### src/design/assert_macros.svh
// Assertion macros shared by the instruction format decoder RTL.
// Included by the files that carry concurrent assertions; no other dependencies.
`ifndef ASSERT_MACROS_SVH
`define ASSERT_MACROS_SVH

// Checked on every rising edge while reset is released.
`define SBID_ASSERT(lbl, clk, rst_n, prop) \
    lbl: assert property (@(posedge clk) disable iff (!rst_n) prop) \
        else $error("sbid assertion failed");

// Checked on every rising edge, reset included.
`define SBID_ASSERT_ALWAYS(lbl, clk, prop) \
    lbl: assert property (@(posedge clk) prop) \
        else $error("sbid assertion failed");

`endif

### src/design/sbid_pkg.sv
// Package for the instruction format decoder: format codes, result struct, range limits.
// No dependencies; used by the interfaces, the decode logic and the top level.
`default_nettype none

package sbid_pkg;

    // Format code carried on format_kind
    typedef enum logic [3:0] {
        FMT_MISC      = 4'd0,
        FMT_REG       = 4'd1,
        FMT_OPER      = 4'd2,
        FMT_REG_OPER  = 4'd3,
        FMT_TWO_OPER  = 4'd4,
        FMT_BRANCH    = 4'd5,
        FMT_SOB       = 4'd6,
        FMT_JMP       = 4'd7,
        FMT_JSR       = 4'd8,
        FMT_RESERVED  = 4'd9
    } t_format_kind;

    typedef logic [15:0] t_word;

    // One decoded item
    typedef struct packed {
        t_format_kind format_kind;
        logic [15:0]  opcode_bits;
        logic [2:0]   register_number;
        logic [5:0]   first_operand;
        logic [5:0]   second_operand;
        logic         branch_condition;
        logic [7:0]   branch_offset;
    } t_decode_result;

    // Misc group: whole-word ranges
    localparam logic [15:0] MISC_HALT_LO = 16'o000000;
    localparam logic [15:0] MISC_HALT_HI = 16'o000006;
    localparam logic [15:0] MISC_TRAP_LO = 16'o104000;
    localparam logic [15:0] MISC_TRAP_HI = 16'o104777;
    localparam logic [15:0] MISC_MARK_LO = 16'o006400;
    localparam logic [15:0] MISC_MARK_HI = 16'o006477;
    localparam logic [15:0] MISC_CC_LO   = 16'o000240;
    localparam logic [15:0] MISC_CC_HI   = 16'o000277;

    // Register group: bits 15..3
    localparam logic [12:0] REG_RTS = 13'o00020;
    localparam logic [12:0] REG_SPL = 13'o00023;

    // Single operand group: bits 15..6
    localparam logic [9:0] OPER_A_LO = 10'o0050;
    localparam logic [9:0] OPER_A_HI = 10'o0057;
    localparam logic [9:0] OPER_B_LO = 10'o1050;
    localparam logic [9:0] OPER_B_HI = 10'o1057;
    localparam logic [9:0] OPER_C_LO = 10'o0060;
    localparam logic [9:0] OPER_C_HI = 10'o0064;
    localparam logic [9:0] OPER_SXT  = 10'o0067;
    localparam logic [9:0] OPER_D_LO = 10'o1060;
    localparam logic [9:0] OPER_D_HI = 10'o1063;
    localparam logic [9:0] OPER_E_LO = 10'o0002;
    localparam logic [9:0] OPER_E_HI = 10'o0003;
    localparam logic [9:0] OPER_JMP  = 10'o0001;

    // Seven-bit opcode groups: bits 15..9
    localparam logic [6:0] RO_LO      = 7'o070;
    localparam logic [6:0] RO_HI      = 7'o074;
    localparam logic [6:0] BR_A_LO    = 7'o000;
    localparam logic [6:0] BR_A_HI    = 7'o003;
    localparam logic [6:0] BR_B_LO    = 7'o100;
    localparam logic [6:0] BR_B_HI    = 7'o103;
    localparam logic [6:0] OP7_SOB    = 7'o077;
    localparam logic [6:0] OP7_JSR    = 7'o004;

    // Double operand group: bits 15..12
    localparam logic [3:0] TWO_A_LO = 4'o01;
    localparam logic [3:0] TWO_A_HI = 4'o06;
    localparam logic [3:0] TWO_B_LO = 4'o11;
    localparam logic [3:0] TWO_B_HI = 4'o16;

endpackage

`default_nettype wire

### src/design/sbid_in_if.sv
// Input channel of the instruction format decoder: valid/ready plus one instruction word.
// Depends on sbid_pkg.
`default_nettype none

interface sbid_in_if;
    import sbid_pkg::*;

    logic  valid;
    logic  ready;
    t_word instruction_word;

    modport source (output valid, output instruction_word, input ready);
    modport sink   (input valid, input instruction_word, output ready);
endinterface

`default_nettype wire

### src/design/sbid_out_if.sv
// Output channel of the instruction format decoder: valid/ready plus the decoded fields.
// Depends on sbid_pkg.
`default_nettype none

interface sbid_out_if;
    import sbid_pkg::*;

    logic         valid;
    logic         ready;
    t_format_kind format_kind;
    logic [15:0]  opcode_bits;
    logic [2:0]   register_number;
    logic [5:0]   first_operand;
    logic [5:0]   second_operand;
    logic         branch_condition;
    logic [7:0]   branch_offset;

    modport source (
        output valid, input ready,
        output format_kind, output opcode_bits, output register_number,
        output first_operand, output second_operand,
        output branch_condition, output branch_offset
    );
    modport sink (
        input valid, output ready,
        input format_kind, input opcode_bits, input register_number,
        input first_operand, input second_operand,
        input branch_condition, input branch_offset
    );
endinterface

`default_nettype wire

### src/design/sbid_decode.sv
// Combinational format classifier and field extractor for one instruction word.
// Depends on sbid_pkg.
`default_nettype none

module sbid_decode (
    input  sbid_pkg::t_word          i_word,
    output sbid_pkg::t_decode_result o_result
);
    import sbid_pkg::*;

    logic [12:0] top13;
    logic [9:0]  top10;
    logic [6:0]  top7;
    logic [3:0]  top4;
    logic        is_misc;
    logic        is_reg;
    logic        is_oper;
    logic        is_jmp;
    logic        is_reg_oper;
    logic        is_branch;
    logic        is_sob;
    logic        is_jsr;
    logic        is_two_oper;

    assign top13 = i_word[15:3];
    assign top10 = i_word[15:6];
    assign top7  = i_word[15:9];
    assign top4  = i_word[15:12];

    // Range matches, one per format group; ranges starting at zero need no lower bound
    always_comb begin
        is_misc = (i_word <= MISC_HALT_HI)
               || (i_word >= MISC_TRAP_LO && i_word <= MISC_TRAP_HI)
               || (i_word >= MISC_MARK_LO && i_word <= MISC_MARK_HI)
               || (i_word >= MISC_CC_LO   && i_word <= MISC_CC_HI);
        is_reg  = (top13 == REG_RTS) || (top13 == REG_SPL);
        is_oper = (top10 >= OPER_A_LO && top10 <= OPER_A_HI)
               || (top10 >= OPER_B_LO && top10 <= OPER_B_HI)
               || (top10 >= OPER_C_LO && top10 <= OPER_C_HI)
               || (top10 == OPER_SXT)
               || (top10 >= OPER_D_LO && top10 <= OPER_D_HI)
               || (top10 >= OPER_E_LO && top10 <= OPER_E_HI);
        is_jmp      = (top10 == OPER_JMP);
        is_reg_oper = (top7 >= RO_LO && top7 <= RO_HI);
        // Zero opcode with bit 8 clear is not a branch
        is_branch   = ((top7 <= BR_A_HI)
                    || (top7 >= BR_B_LO && top7 <= BR_B_HI))
                    && !(top7 == BR_A_LO && !i_word[8]);
        is_sob      = (top7 == OP7_SOB);
        is_jsr      = (top7 == OP7_JSR);
        is_two_oper = (top4 >= TWO_A_LO && top4 <= TWO_A_HI)
                   || (top4 >= TWO_B_LO && top4 <= TWO_B_HI);
    end

    // First match wins; unused fields stay zero
    always_comb begin
        o_result = '0;
        o_result.format_kind = FMT_RESERVED;
        priority if (is_misc) begin
            o_result.format_kind = FMT_MISC;
            o_result.opcode_bits = i_word;
        end else if (is_reg) begin
            o_result.format_kind     = FMT_REG;
            o_result.opcode_bits     = {3'b000, top13};
            o_result.register_number = i_word[2:0];
        end else if (is_oper) begin
            o_result.format_kind   = FMT_OPER;
            o_result.opcode_bits   = {6'b000000, top10};
            o_result.first_operand = i_word[5:0];
        end else if (is_jmp) begin
            o_result.format_kind   = FMT_JMP;
            o_result.opcode_bits   = {6'b000000, top10};
            o_result.first_operand = i_word[5:0];
        end else if (is_reg_oper) begin
            o_result.format_kind     = FMT_REG_OPER;
            o_result.opcode_bits     = {9'b000000000, top7};
            o_result.register_number = i_word[8:6];
            o_result.first_operand   = i_word[5:0];
        end else if (is_branch) begin
            o_result.format_kind      = FMT_BRANCH;
            o_result.opcode_bits      = {9'b000000000, top7};
            o_result.branch_condition = i_word[8];
            o_result.branch_offset    = i_word[7:0];
        end else if (is_sob) begin
            o_result.format_kind     = FMT_SOB;
            o_result.opcode_bits     = {9'b000000000, top7};
            o_result.register_number = i_word[8:6];
            o_result.branch_offset   = {2'b00, i_word[5:0]};
        end else if (is_jsr) begin
            o_result.format_kind     = FMT_JSR;
            o_result.opcode_bits     = {9'b000000000, top7};
            o_result.register_number = i_word[8:6];
            o_result.first_operand   = i_word[5:0];
        end else if (is_two_oper) begin
            o_result.format_kind    = FMT_TWO_OPER;
            o_result.opcode_bits    = {12'h000, top4};
            o_result.first_operand  = i_word[11:6];
            o_result.second_operand = i_word[5:0];
        end else begin
            o_result.format_kind = FMT_RESERVED;
        end
    end

endmodule

`default_nettype wire

### src/design/sixteen_bit_instruction_format_decoder_core.sv
// Instruction format decoder, top level: input register, decode logic, result register.
// Depends on sbid_pkg, sbid_in_if, sbid_out_if, sbid_decode and assert_macros.svh.
//
// Usage:
//   i_in  : valid/ready channel carrying one 16-bit instruction word per item.
//   o_out : valid/ready channel carrying one decoded item per input item: the
//           format code plus opcode, register, operand, condition and offset
//           fields; fields that the format does not use are zero.
//   Flow: an accepted item is held in the input register, decoded, then
//   moved into the result register, which drives o_out.
//   Throughput: one item per cycle, sustained, while o_out is taken; the
//   decode between the two registers is a single pass of range compares.
//   Stall: when o_out.ready is low the result register holds its item, the
//   input register holds the next one, and i_in.ready drops once both are
//   full; nothing is dropped or repeated.
//   Reset (i_rst_n low, synchronous): both stages are emptied, o_out.valid
//   goes low and i_in.ready is high once reset has been applied.
//   There are no configuration registers and no state beyond the two stages.
`default_nettype none

module sixteen_bit_instruction_format_decoder_core (
    input  wire               i_clk,
    input  wire               i_rst_n,
    sbid_in_if.sink           i_in,
    sbid_out_if.source        o_out
);
    import sbid_pkg::*;

    logic           r_in_valid;
    logic           n_in_valid;
    t_word          r_word;
    logic           r_out_valid;
    logic           n_out_valid;
    t_decode_result r_out_result;
    t_decode_result w_result;
    logic           w_advance;
    logic           w_in_accept;

    // Pipeline control: the result stage frees when empty or taken
    assign w_advance   = !r_out_valid || o_out.ready;
    assign i_in.ready  = !r_in_valid || w_advance;
    assign w_in_accept = i_in.valid && i_in.ready;

    always_comb begin
        n_in_valid  = i_in.ready ? i_in.valid : r_in_valid;
        n_out_valid = w_advance ? r_in_valid : r_out_valid;
    end

    always_ff @(posedge i_clk) begin
        if (!i_rst_n) begin
            r_in_valid  <= 1'b0;
            r_out_valid <= 1'b0;
        end else begin
            r_in_valid  <= n_in_valid;
            r_out_valid <= n_out_valid;
        end
    end

    // Payload registers
    always_ff @(posedge i_clk) begin
        if (w_in_accept) begin
            r_word <= i_in.instruction_word;
        end
        if (w_advance && r_in_valid) begin
            r_out_result <= w_result;
        end
    end

    // Format decode between the two registers
    sbid_decode u_decode (
        .i_word   (r_word),
        .o_result (w_result)
    );

    // Output channel
    assign o_out.valid            = r_out_valid;
    assign o_out.format_kind      = r_out_result.format_kind;
    assign o_out.opcode_bits      = r_out_result.opcode_bits;
    assign o_out.register_number  = r_out_result.register_number;
    assign o_out.first_operand    = r_out_result.first_operand;
    assign o_out.second_operand   = r_out_result.second_operand;
    assign o_out.branch_condition = r_out_result.branch_condition;
    assign o_out.branch_offset    = r_out_result.branch_offset;

    // Checks
`include "assert_macros.svh"

    `SBID_ASSERT_ALWAYS(a_reset_empties, i_clk, !i_rst_n |=> !o_out.valid && !r_in_valid)
    `SBID_ASSERT(a_accept_fills_stage, i_clk, i_rst_n, w_in_accept |=> r_in_valid)
    `SBID_ASSERT(a_stage_moves_out, i_clk, i_rst_n,
        (r_in_valid && w_advance) |=> (o_out.valid && r_out_result == $past(w_result)))
    `SBID_ASSERT(a_reserved_zero, i_clk, i_rst_n,
        (o_out.valid && o_out.format_kind == FMT_RESERVED) |->
        (o_out.opcode_bits == 16'h0000 && o_out.register_number == 3'd0 &&
         o_out.first_operand == 6'd0 && o_out.branch_offset == 8'd0))
    `SBID_ASSERT(a_dest_only_two_oper, i_clk, i_rst_n,
        (o_out.valid && o_out.second_operand != 6'd0) |->
        (o_out.format_kind == FMT_TWO_OPER))

endmodule

`default_nettype wire

### src/flat_wrapper.sv
// flat-port wrapper written by rule: the top's interface ports become plain ports
module sixteen_bit_instruction_format_decoder_core_flat import sbid_pkg::*;
  (i_clk, i_rst_n, i_in_valid, i_in_instruction_word, i_in_ready, o_out_valid, o_out_ready, o_out_format_kind, o_out_opcode_bits, o_out_register_number, o_out_first_operand, o_out_second_operand, o_out_branch_condition, o_out_branch_offset);
  sbid_in_if i_in_i ();
  sbid_out_if o_out_i ();
  input  wire i_clk;
  input  wire i_rst_n;
  input wire logic [$bits(i_in_i.valid)-1:0] i_in_valid;
  input wire logic [$bits(i_in_i.instruction_word)-1:0] i_in_instruction_word;
  output wire logic [$bits(i_in_i.ready)-1:0] i_in_ready;
  output wire logic [$bits(o_out_i.valid)-1:0] o_out_valid;
  input wire logic [$bits(o_out_i.ready)-1:0] o_out_ready;
  output wire logic [$bits(o_out_i.format_kind)-1:0] o_out_format_kind;
  output wire logic [$bits(o_out_i.opcode_bits)-1:0] o_out_opcode_bits;
  output wire logic [$bits(o_out_i.register_number)-1:0] o_out_register_number;
  output wire logic [$bits(o_out_i.first_operand)-1:0] o_out_first_operand;
  output wire logic [$bits(o_out_i.second_operand)-1:0] o_out_second_operand;
  output wire logic [$bits(o_out_i.branch_condition)-1:0] o_out_branch_condition;
  output wire logic [$bits(o_out_i.branch_offset)-1:0] o_out_branch_offset;
  assign i_in_i.valid = i_in_valid;
  assign i_in_i.instruction_word = i_in_instruction_word;
  assign i_in_ready = i_in_i.ready;
  assign o_out_valid = o_out_i.valid;
  assign o_out_i.ready = o_out_ready;
  assign o_out_format_kind = o_out_i.format_kind;
  assign o_out_opcode_bits = o_out_i.opcode_bits;
  assign o_out_register_number = o_out_i.register_number;
  assign o_out_first_operand = o_out_i.first_operand;
  assign o_out_second_operand = o_out_i.second_operand;
  assign o_out_branch_condition = o_out_i.branch_condition;
  assign o_out_branch_offset = o_out_i.branch_offset;
  sixteen_bit_instruction_format_decoder_core u_core (.i_clk(i_clk), .i_rst_n(i_rst_n), .i_in(i_in_i), .o_out(o_out_i));
endmodule
### config.mk
export PLATFORM = sky130hd
export DESIGN_NAME = sixteen_bit_instruction_format_decoder_core_flat
export DESIGN_NICKNAME = d
export VERILOG_FILES = /design/src/design/sbid_pkg.sv /design/src/design/sbid_in_if.sv /design/src/design/sbid_out_if.sv /design/src/design/sbid_decode.sv /design/src/design/sixteen_bit_instruction_format_decoder_core.sv /design/src/flat_wrapper.sv
export VERILOG_INCLUDE_DIRS = /design/src /design/src/design
export SDC_FILE = /design/constraint.sdc
export NUM_CORES = 1
export LEC_CHECK = 0
export ABC_AREA = 1
export BUFFER_PORTS_ARGS = -buffer_cell sky130_fd_sc_hd__buf_2
export CAP_MARGIN = 0
export CORE_AREA = 8 8 116 65
export DETAILED_ROUTE_END_ITERATION = 10
export DIE_AREA = 0 0 124 73
export GPL_ROUTABILITY_DRIVEN = 0
export PLACE_DENSITY = 0.77
export SYNTH_ARGS = -nofsm -noshare
export SYNTH_HDL_FRONTEND = slang
export SYNTH_SLANG_ARGS = --single-unit
### constraint.sdc
create_clock -name i_clk -period 4.25 [get_ports i_clk]
set_input_delay 0 -clock i_clk [delete_from_list [all_inputs] [get_ports i_clk]]
set_output_delay 0 -clock i_clk [all_outputs]
set_load 0.02 [all_outputs]
==> run metrics, run 1 <==
Clk pwr share 42.5%; clock-pin slew on the worst setup and hold paths 0.05 ns; core area 5860 sq um; Int Power 0.00119 W; fillers 448; synth warn 0; max cap viols 0; die area 9050 sq um; antenna violations before repair 0; max-slew violation count 0; Die Ht 73 um; worst reg2reg path startpoint u_core.r_word[7]$_DFFE_PP_; post-synth top area share 58.5%; Setup TNS 0 ns; CP arrival 2.21 ns; # diodes 0; Pwr Density 399 nW/um^2; Synth area leaders edfxtp_1 59%, nand2_1 7.0%, nor2_1 6.8%; count of state elements after synthesis 62; endpoint class of the critical path register; WS Path Type reg -> reg; vias in the first global route 2491; first-pass GRT wire length 12.7 mm; CTS root buffer clkbuf_16; cell area after synthesis 3080 sq um; # port buffers 65; Total GRT Usage 18.7%; NetSw 0.000388 W; Reg2Reg Depth 7; Hold EP u_core.r_in_valid$_SDFFE_PN0N_; detailed-route wire length per cell 16.4 um; Layout area overhead 28.4%; Syn Inst Count 319; final number of setup-violating endpoints 0; post-route antenna net violation count 0; worst endpoint required time 4.34 ns; worst skew pair latency 0.34 ns; sinks on the clock net 62; Static Leak 1.79 nW; share of layout cells above drive strength 1 30.5%; fin area 3950 sq um; TritonCTS clock tree yes; maximum fanout along the worst path 12; Tcrit/Tclk final 50.0%; Vias 2656; HPWL Detailed 5.69 mm; largest net degree at the start of global routing 41; Net Sw Frac 24.6%; worst vdd ir 0.000262 V; final WL 8.07 mm; initial DRC count 204; Placed Area 3480 sq um; DR pass1 iterations 5; sequential power share 46.7%; final hold vios 0; Hold Crit Class in -> reg; DRC 0; I/O pin count 66; worst r2r dst u_core.o_out.opcode_bits[2]$_DFFE_PP_; Hold Crit Depth 4; pre-CTS setup slack 2.21 ns; Vias per Instance 5.39; synth unique cells 29; unrepaired setup endpoints after global routing no; H-tree depth 3; post-synthesis sequential area ratio 59.8%; num rows 20; CP startpoint kind register; global route overflow 0; Chip Width 124 um; Tot Pwr 0.00158 W; nets 431; Slew headroom 60.2%; clk buf depth 2; outcome finished, final reports clean; Final min period 2.12 ns; f_max 0.471 GHz; setup slack, reg-to-reg 2.13 ns; Starting Density 52.6%; Gate power share 10.8%; post-CTS sizing 0; skew final 0.00887 ns; Num CTS Buffers 9; most area-hungry cell type in the Yosys netlist edfxtp_1; Post-Syn Area per Cell 9.65 sq um; hold path startpoint o_out_ready; Slew @ Worst Pin 0.597 ns; worst setup margin 2.13 ns
==> Yosys cell counts <==
library cell and count:
and3_1 1, a21oi_1 11, nor4_1 1, o21ai_0 11, o21ai_1 2, nor2_1 56, o21ai_2 1, nand4_1 12
inv_4 1, o2111ai_1 1, nor3_2 2, buf_2 4, nand2_1 57, nand2_4 2, a211oi_1 1, nor3_1 8
dfxtp_1 2, nor2_4 3, inv_2 11, nand3_1 16, inv_1 26, nand3_2 2, a21oi_2 6, o22ai_1 1
nor2_2 6, conb_1 1, buf_6 2, edfxtp_1 60, nand2_2 12
==> layer usage <==
layer  global-route usage (%)  up-vias  wire length (um)
li1                         -     1265                 -
met1                     25.6     1216              3640
met2                     24.2      162              3140
met3                     9.34       13              1170
met4                     7.33        0               114
met5                        0        -                 0
==> worst max path at each step <==
stage	startpoint	to	slack (ns)	cells after the start
final	u_core.r_word[7]$_DFFE_PP_	u_core.o_out.opcode_bits[2]$_DFFE_PP_	2.13	7
after global routing	u_core.r_word[15]$_DFFE_PP_	u_core.o_out.opcode_bits[2]$_DFFE_PP_	2.00	11
after CTS	u_core.r_word[7]$_DFFE_PP_	u_core.o_out.opcode_bits[2]$_DFFE_PP_	2.19	7
after detailed placement	u_core.r_word[7]$_DFFE_PP_	u_core.o_out.opcode_bits[2]$_DFFE_PP_	2.21	7
after global placement	u_core.r_word[10]$_DFFE_PP_	u_core.o_out.opcode_bits[2]$_DFFE_PP_	2.20	11
after floorplan	u_core.o_out.valid$_SDFFE_PN0P_	u_core.o_out.branch_condition$_SDFFCE_PP0P_	1.20	1
==> registers in the layout, indices dropped and copies added, names as in the netlist <==
register and cells:
u_core.o_out.first_operand 6, u_core.o_out.branch_condition 1, u_core.o_out.opcode_bits 16, u_core.o_out.valid 1
u_core.o_out.second_operand 6, u_core.o_out.register_number 3, u_core.r_in_valid 1, u_core.r_word 16
u_core.o_out.branch_offset 8, u_core.o_out.format_kind 4
==> area by class of cell <==
cell class	instances	area, sq um	share of cell area [%]
clock buffers	12	256	6.49
clock inverters	4	21.3	0.538
inverters	38	145	3.67
multi-input cells	215	1070	27.0
flip-flops and latches	62	1840	46.6
well taps	77	96.3	2.44
repair buffers	85	523	13.2
==> stage by stage <==
step	std cells	hold slack (ns)	util, %
3_3_place_gp	458	0.176	59.5
3_5_place_dp	458	0.178	59.5
6_report	493	0.0547	67.5
2_1_floorplan	321	0.0989	-
5_1_grt	493	0.103	67.5
4_1_cts	493	0.0395	67.5
==> power by group through the flow <==
stage	sequential, W	combinational (W)	clock, W
after global routing	0.000738	0.000188	0.000708
final	0.000736	0.000171	0.000670
after detailed placement	0.000746	0.000155	0
after global placement	0.000746	0.000153	0
after floorplan	0.000760	0.0000884	0
after CTS	0.000734	0.000169	0.000683
==> repair_timing <==
item	4_1_cts	5_1_grt
setup buffers	0	0
endpoints found under the hold margin	18	0
endpoints found under the setup margin	0	0
hold buffers	19	0
==> cell families after synthesis <==
group                  Yosys count  synth area share, %
AOI/OAI and AO/OA               34                 6.63
buffers and inverters           44                 6.10
DFF                             62                 59.8
other                            1                0.122
and+or+nand+nor                178                 27.3
==> placed cells by master (no fill, tap or decap), types with 2 or more instances in the layout <==
cell type      count
nand2_1           57
nand3_2            2
clkinv_2           2
a21oi_2            6
nor3_1             8
inv_1             26
dfxtp_1            2
edfxtp_1          60
o21ai_1            2
a21oi_1           10
clkbuf_16          9
nand4_1           12
dlygate4sd3_1     19
conb_1             3
inv_2             11
o21ai_0           11
nor2_4             3
nand3_1           16
clkbuf_8           2
nand2_2           12
buf_2             65
nor2_2             6
nor2_1            56
nor3_2             2
nand2_4            2
==> critical path, cell delays in order (launching register included) <==
cell and delay, ns:
edfxtp_1 0.58, nor2_1 0.15, o2111ai_1 0.35, nand3_2 0.40
nand2_1 0.15, nand2_1 0.09, nand2_1 0.10, nand2_1 0.06
Note: power is estimated with default switching activity, not from simulation.
==> inputs of run 2 (changes only) <==
- CORE_AREA: 8 8 116 65 -> 8 8 122 68
- DIE_AREA: 0 0 124 73 -> 0 0 130 76
- PLACE_DENSITY: 0.77 -> 0.73
- clock period: 4.25 -> 1.73 ns (I/O delays scaled with it)
==> run 2 against run 1 <==
Against the previous run:
- the run now ends with negative setup slack left
- count of clock-buffer cells in the layout rose by 2
- first-iteration DRC count grew 76%
- fmax rose by 14%
- design area up 22%
- clock power is 140% higher
- final cell count up 18%
- clock skew is 0.00060 ns lower
- setup slack worse by 2.3 ns
- sequential power is 140% higher
- core utilization up 3.6 points
- critical path type unchanged
- critical endpoint unchanged
- highest routed layer unchanged
==> run metrics, run 2 (synthesized netlist as in run 1, its figures left out) <==
Num CTS Buffers 9; Starting Density 45.3%; failing checks negative setup slack; CTS root buffer clkbuf_16; skew final 0.00827 ns; commonest cells after routing, fill and taps aside 65 x buf_2, 60 x edfxtp_1, 58 x buf_4; largest net degree at the start of global routing 44; commonest non-fill, non-tap cell in the layout buf_2; WS Path Type reg -> reg; HPWL Detailed 6.65 mm; TritonCTS clock tree yes; CP startpoint kind register; worst setup margin -0.135 ns; final number of setup-violating endpoints 18; maximum fanout along the worst path 7; final hold vios 0; clk buf depth 2; nets 500; detailed-route wire length per cell 16.9 um; global route overflow 0; multi-input logic area 1330 sq um; # port buffers 65; H-tree depth 3; Chip Width 130 um; pre-CTS setup slack -0.215 ns; worst vdd ir 0.000661 V; Tcrit/Tclk final 108%; Final min period 1.87 ns; initial DRC count 360; f_max 0.536 GHz; Final Util 71.0%; max-slew violation count 0; core area 6800 sq um; Layout area overhead 56.9%; Hold Slack 0.0729 ns; worst skew pair latency 0.33 ns; fillers 486; first-pass GRT wire length 14.4 mm; antenna violations before repair 0; sinks on the clock net 62; Vias per Instance 5.21; max cap viols 0; Die Ht 76 um; Pwr Density 844 nW/um^2; unrepaired setup endpoints after global routing yes; die area 9880 sq um; post-route antenna net violation count 0; final WL 9.79 mm; Hold Crit Class in -> reg; register area 1840 sq um; I/O pin count 66; outcome finished with violations; share of layout cells above drive strength 1 49.7%; DR pass1 iterations 5; worst endpoint required time 1.81 ns; setup slack, reg-to-reg -0.14 ns; Total GRT Usage 19.0%; endpoint class of the critical path register; DRC 0; Vias 3028; CP arrival 1.95 ns; clock-pin slew on the worst setup and hold paths 0.05 ns; # diodes 0; num rows 22; vias in the first global route 2799; Static Leak 2.21 nW
==> run 2: changes by cell type in the layout (fill, tap and decap cells not counted), moves of 3 or more <==
cell,change
nor3_2,+6
buf_4,+57
nand2_2,+12
nand2_4,+5
nor3_1,-7
buf_6,+9
inv_1,-3
nand2_1,-18
nor2_1,-9
buf_12,+3
nor2_4,+10
nand3_1,-3
==> run 2: report_power, final <==
group | internal (W) | switching, W | total [W]
combinational | 0.000274 | 0.000379 | 0.000653
sequential | 0.00174 | 0.0000466 | 0.00179
clock | 0.00104 | 0.000597 | 0.00164
==> run 2: area by class of cell <==
type,instances,area share (%)
sequential,62,38.1
multi-input combinational,215,27.6
timing repair buffer,154,23.0
clock buffer,14,5.47
inverter,38,3.11
tap,96,2.49
clock inverter,2,0.181
==> run 2: what timing repair did <==
action	CTS	global route
hold buffers	19	0
setup buffers	2	14
endpoints found under the setup margin	26	27
endpoints found under the hold margin	18	0
cloned	0	0
pin swaps	7	27
gates resized for setup	24	57
==> run 2: final timing paths <==
check | startpoint | to | cells past startpoint
min reg2reg | u_core.r_in_valid$_SDFFE_PN0N_ | u_core.r_in_valid$_SDFFE_PN0N_ | 2
max | u_core.r_word[9]$_DFFE_PP_ | u_core.o_out.opcode_bits[2]$_DFFE_PP_ | 12
max reg2reg | u_core.r_word[9]$_DFFE_PP_ | u_core.o_out.opcode_bits[2]$_DFFE_PP_ | 12
min | o_out_ready | u_core.r_in_valid$_SDFFE_PN0N_ | 4
==> run 2: through the flow <==
step | std cells | setup TNS [ns] | instance area [sq um] | total power (W)
2_1_floorplan | 321 | 0 | 3100 | 0.00208
5_1_grt | 581 | -2.67 | 4830 | 0.00422
3_3_place_gp | 530 | -1.09 | 3930 | 0.00230
6_report | 581 | -1.47 | 4830 | 0.00408
4_1_cts | 567 | -0.284 | 4510 | 0.00402
3_5_place_dp | 530 | -2.47 | 3930 | 0.00231
==> run 2: worst max-delay path, cell delays in order (launching register included) <==
cell      delay, ns
edfxtp_1       0.45
buf_6          0.15
inv_2          0.07
nand2_2        0.07
nor2_1         0.06
nand3_1        0.11
nand2_1        0.09
nor2_2         0.15
nand3_4        0.17
nand2_2        0.12
nand2_2        0.05
nand2_2        0.08
nand2_2        0.05
==> run 2: routing by layer <==
layer / wire length, um / track usage (%)
met1: 4220 / 27.0
met5: 0 / 0
met3: 1250 / 7.33
met4: 181 / 6.10
met2: 4150 / 25.5
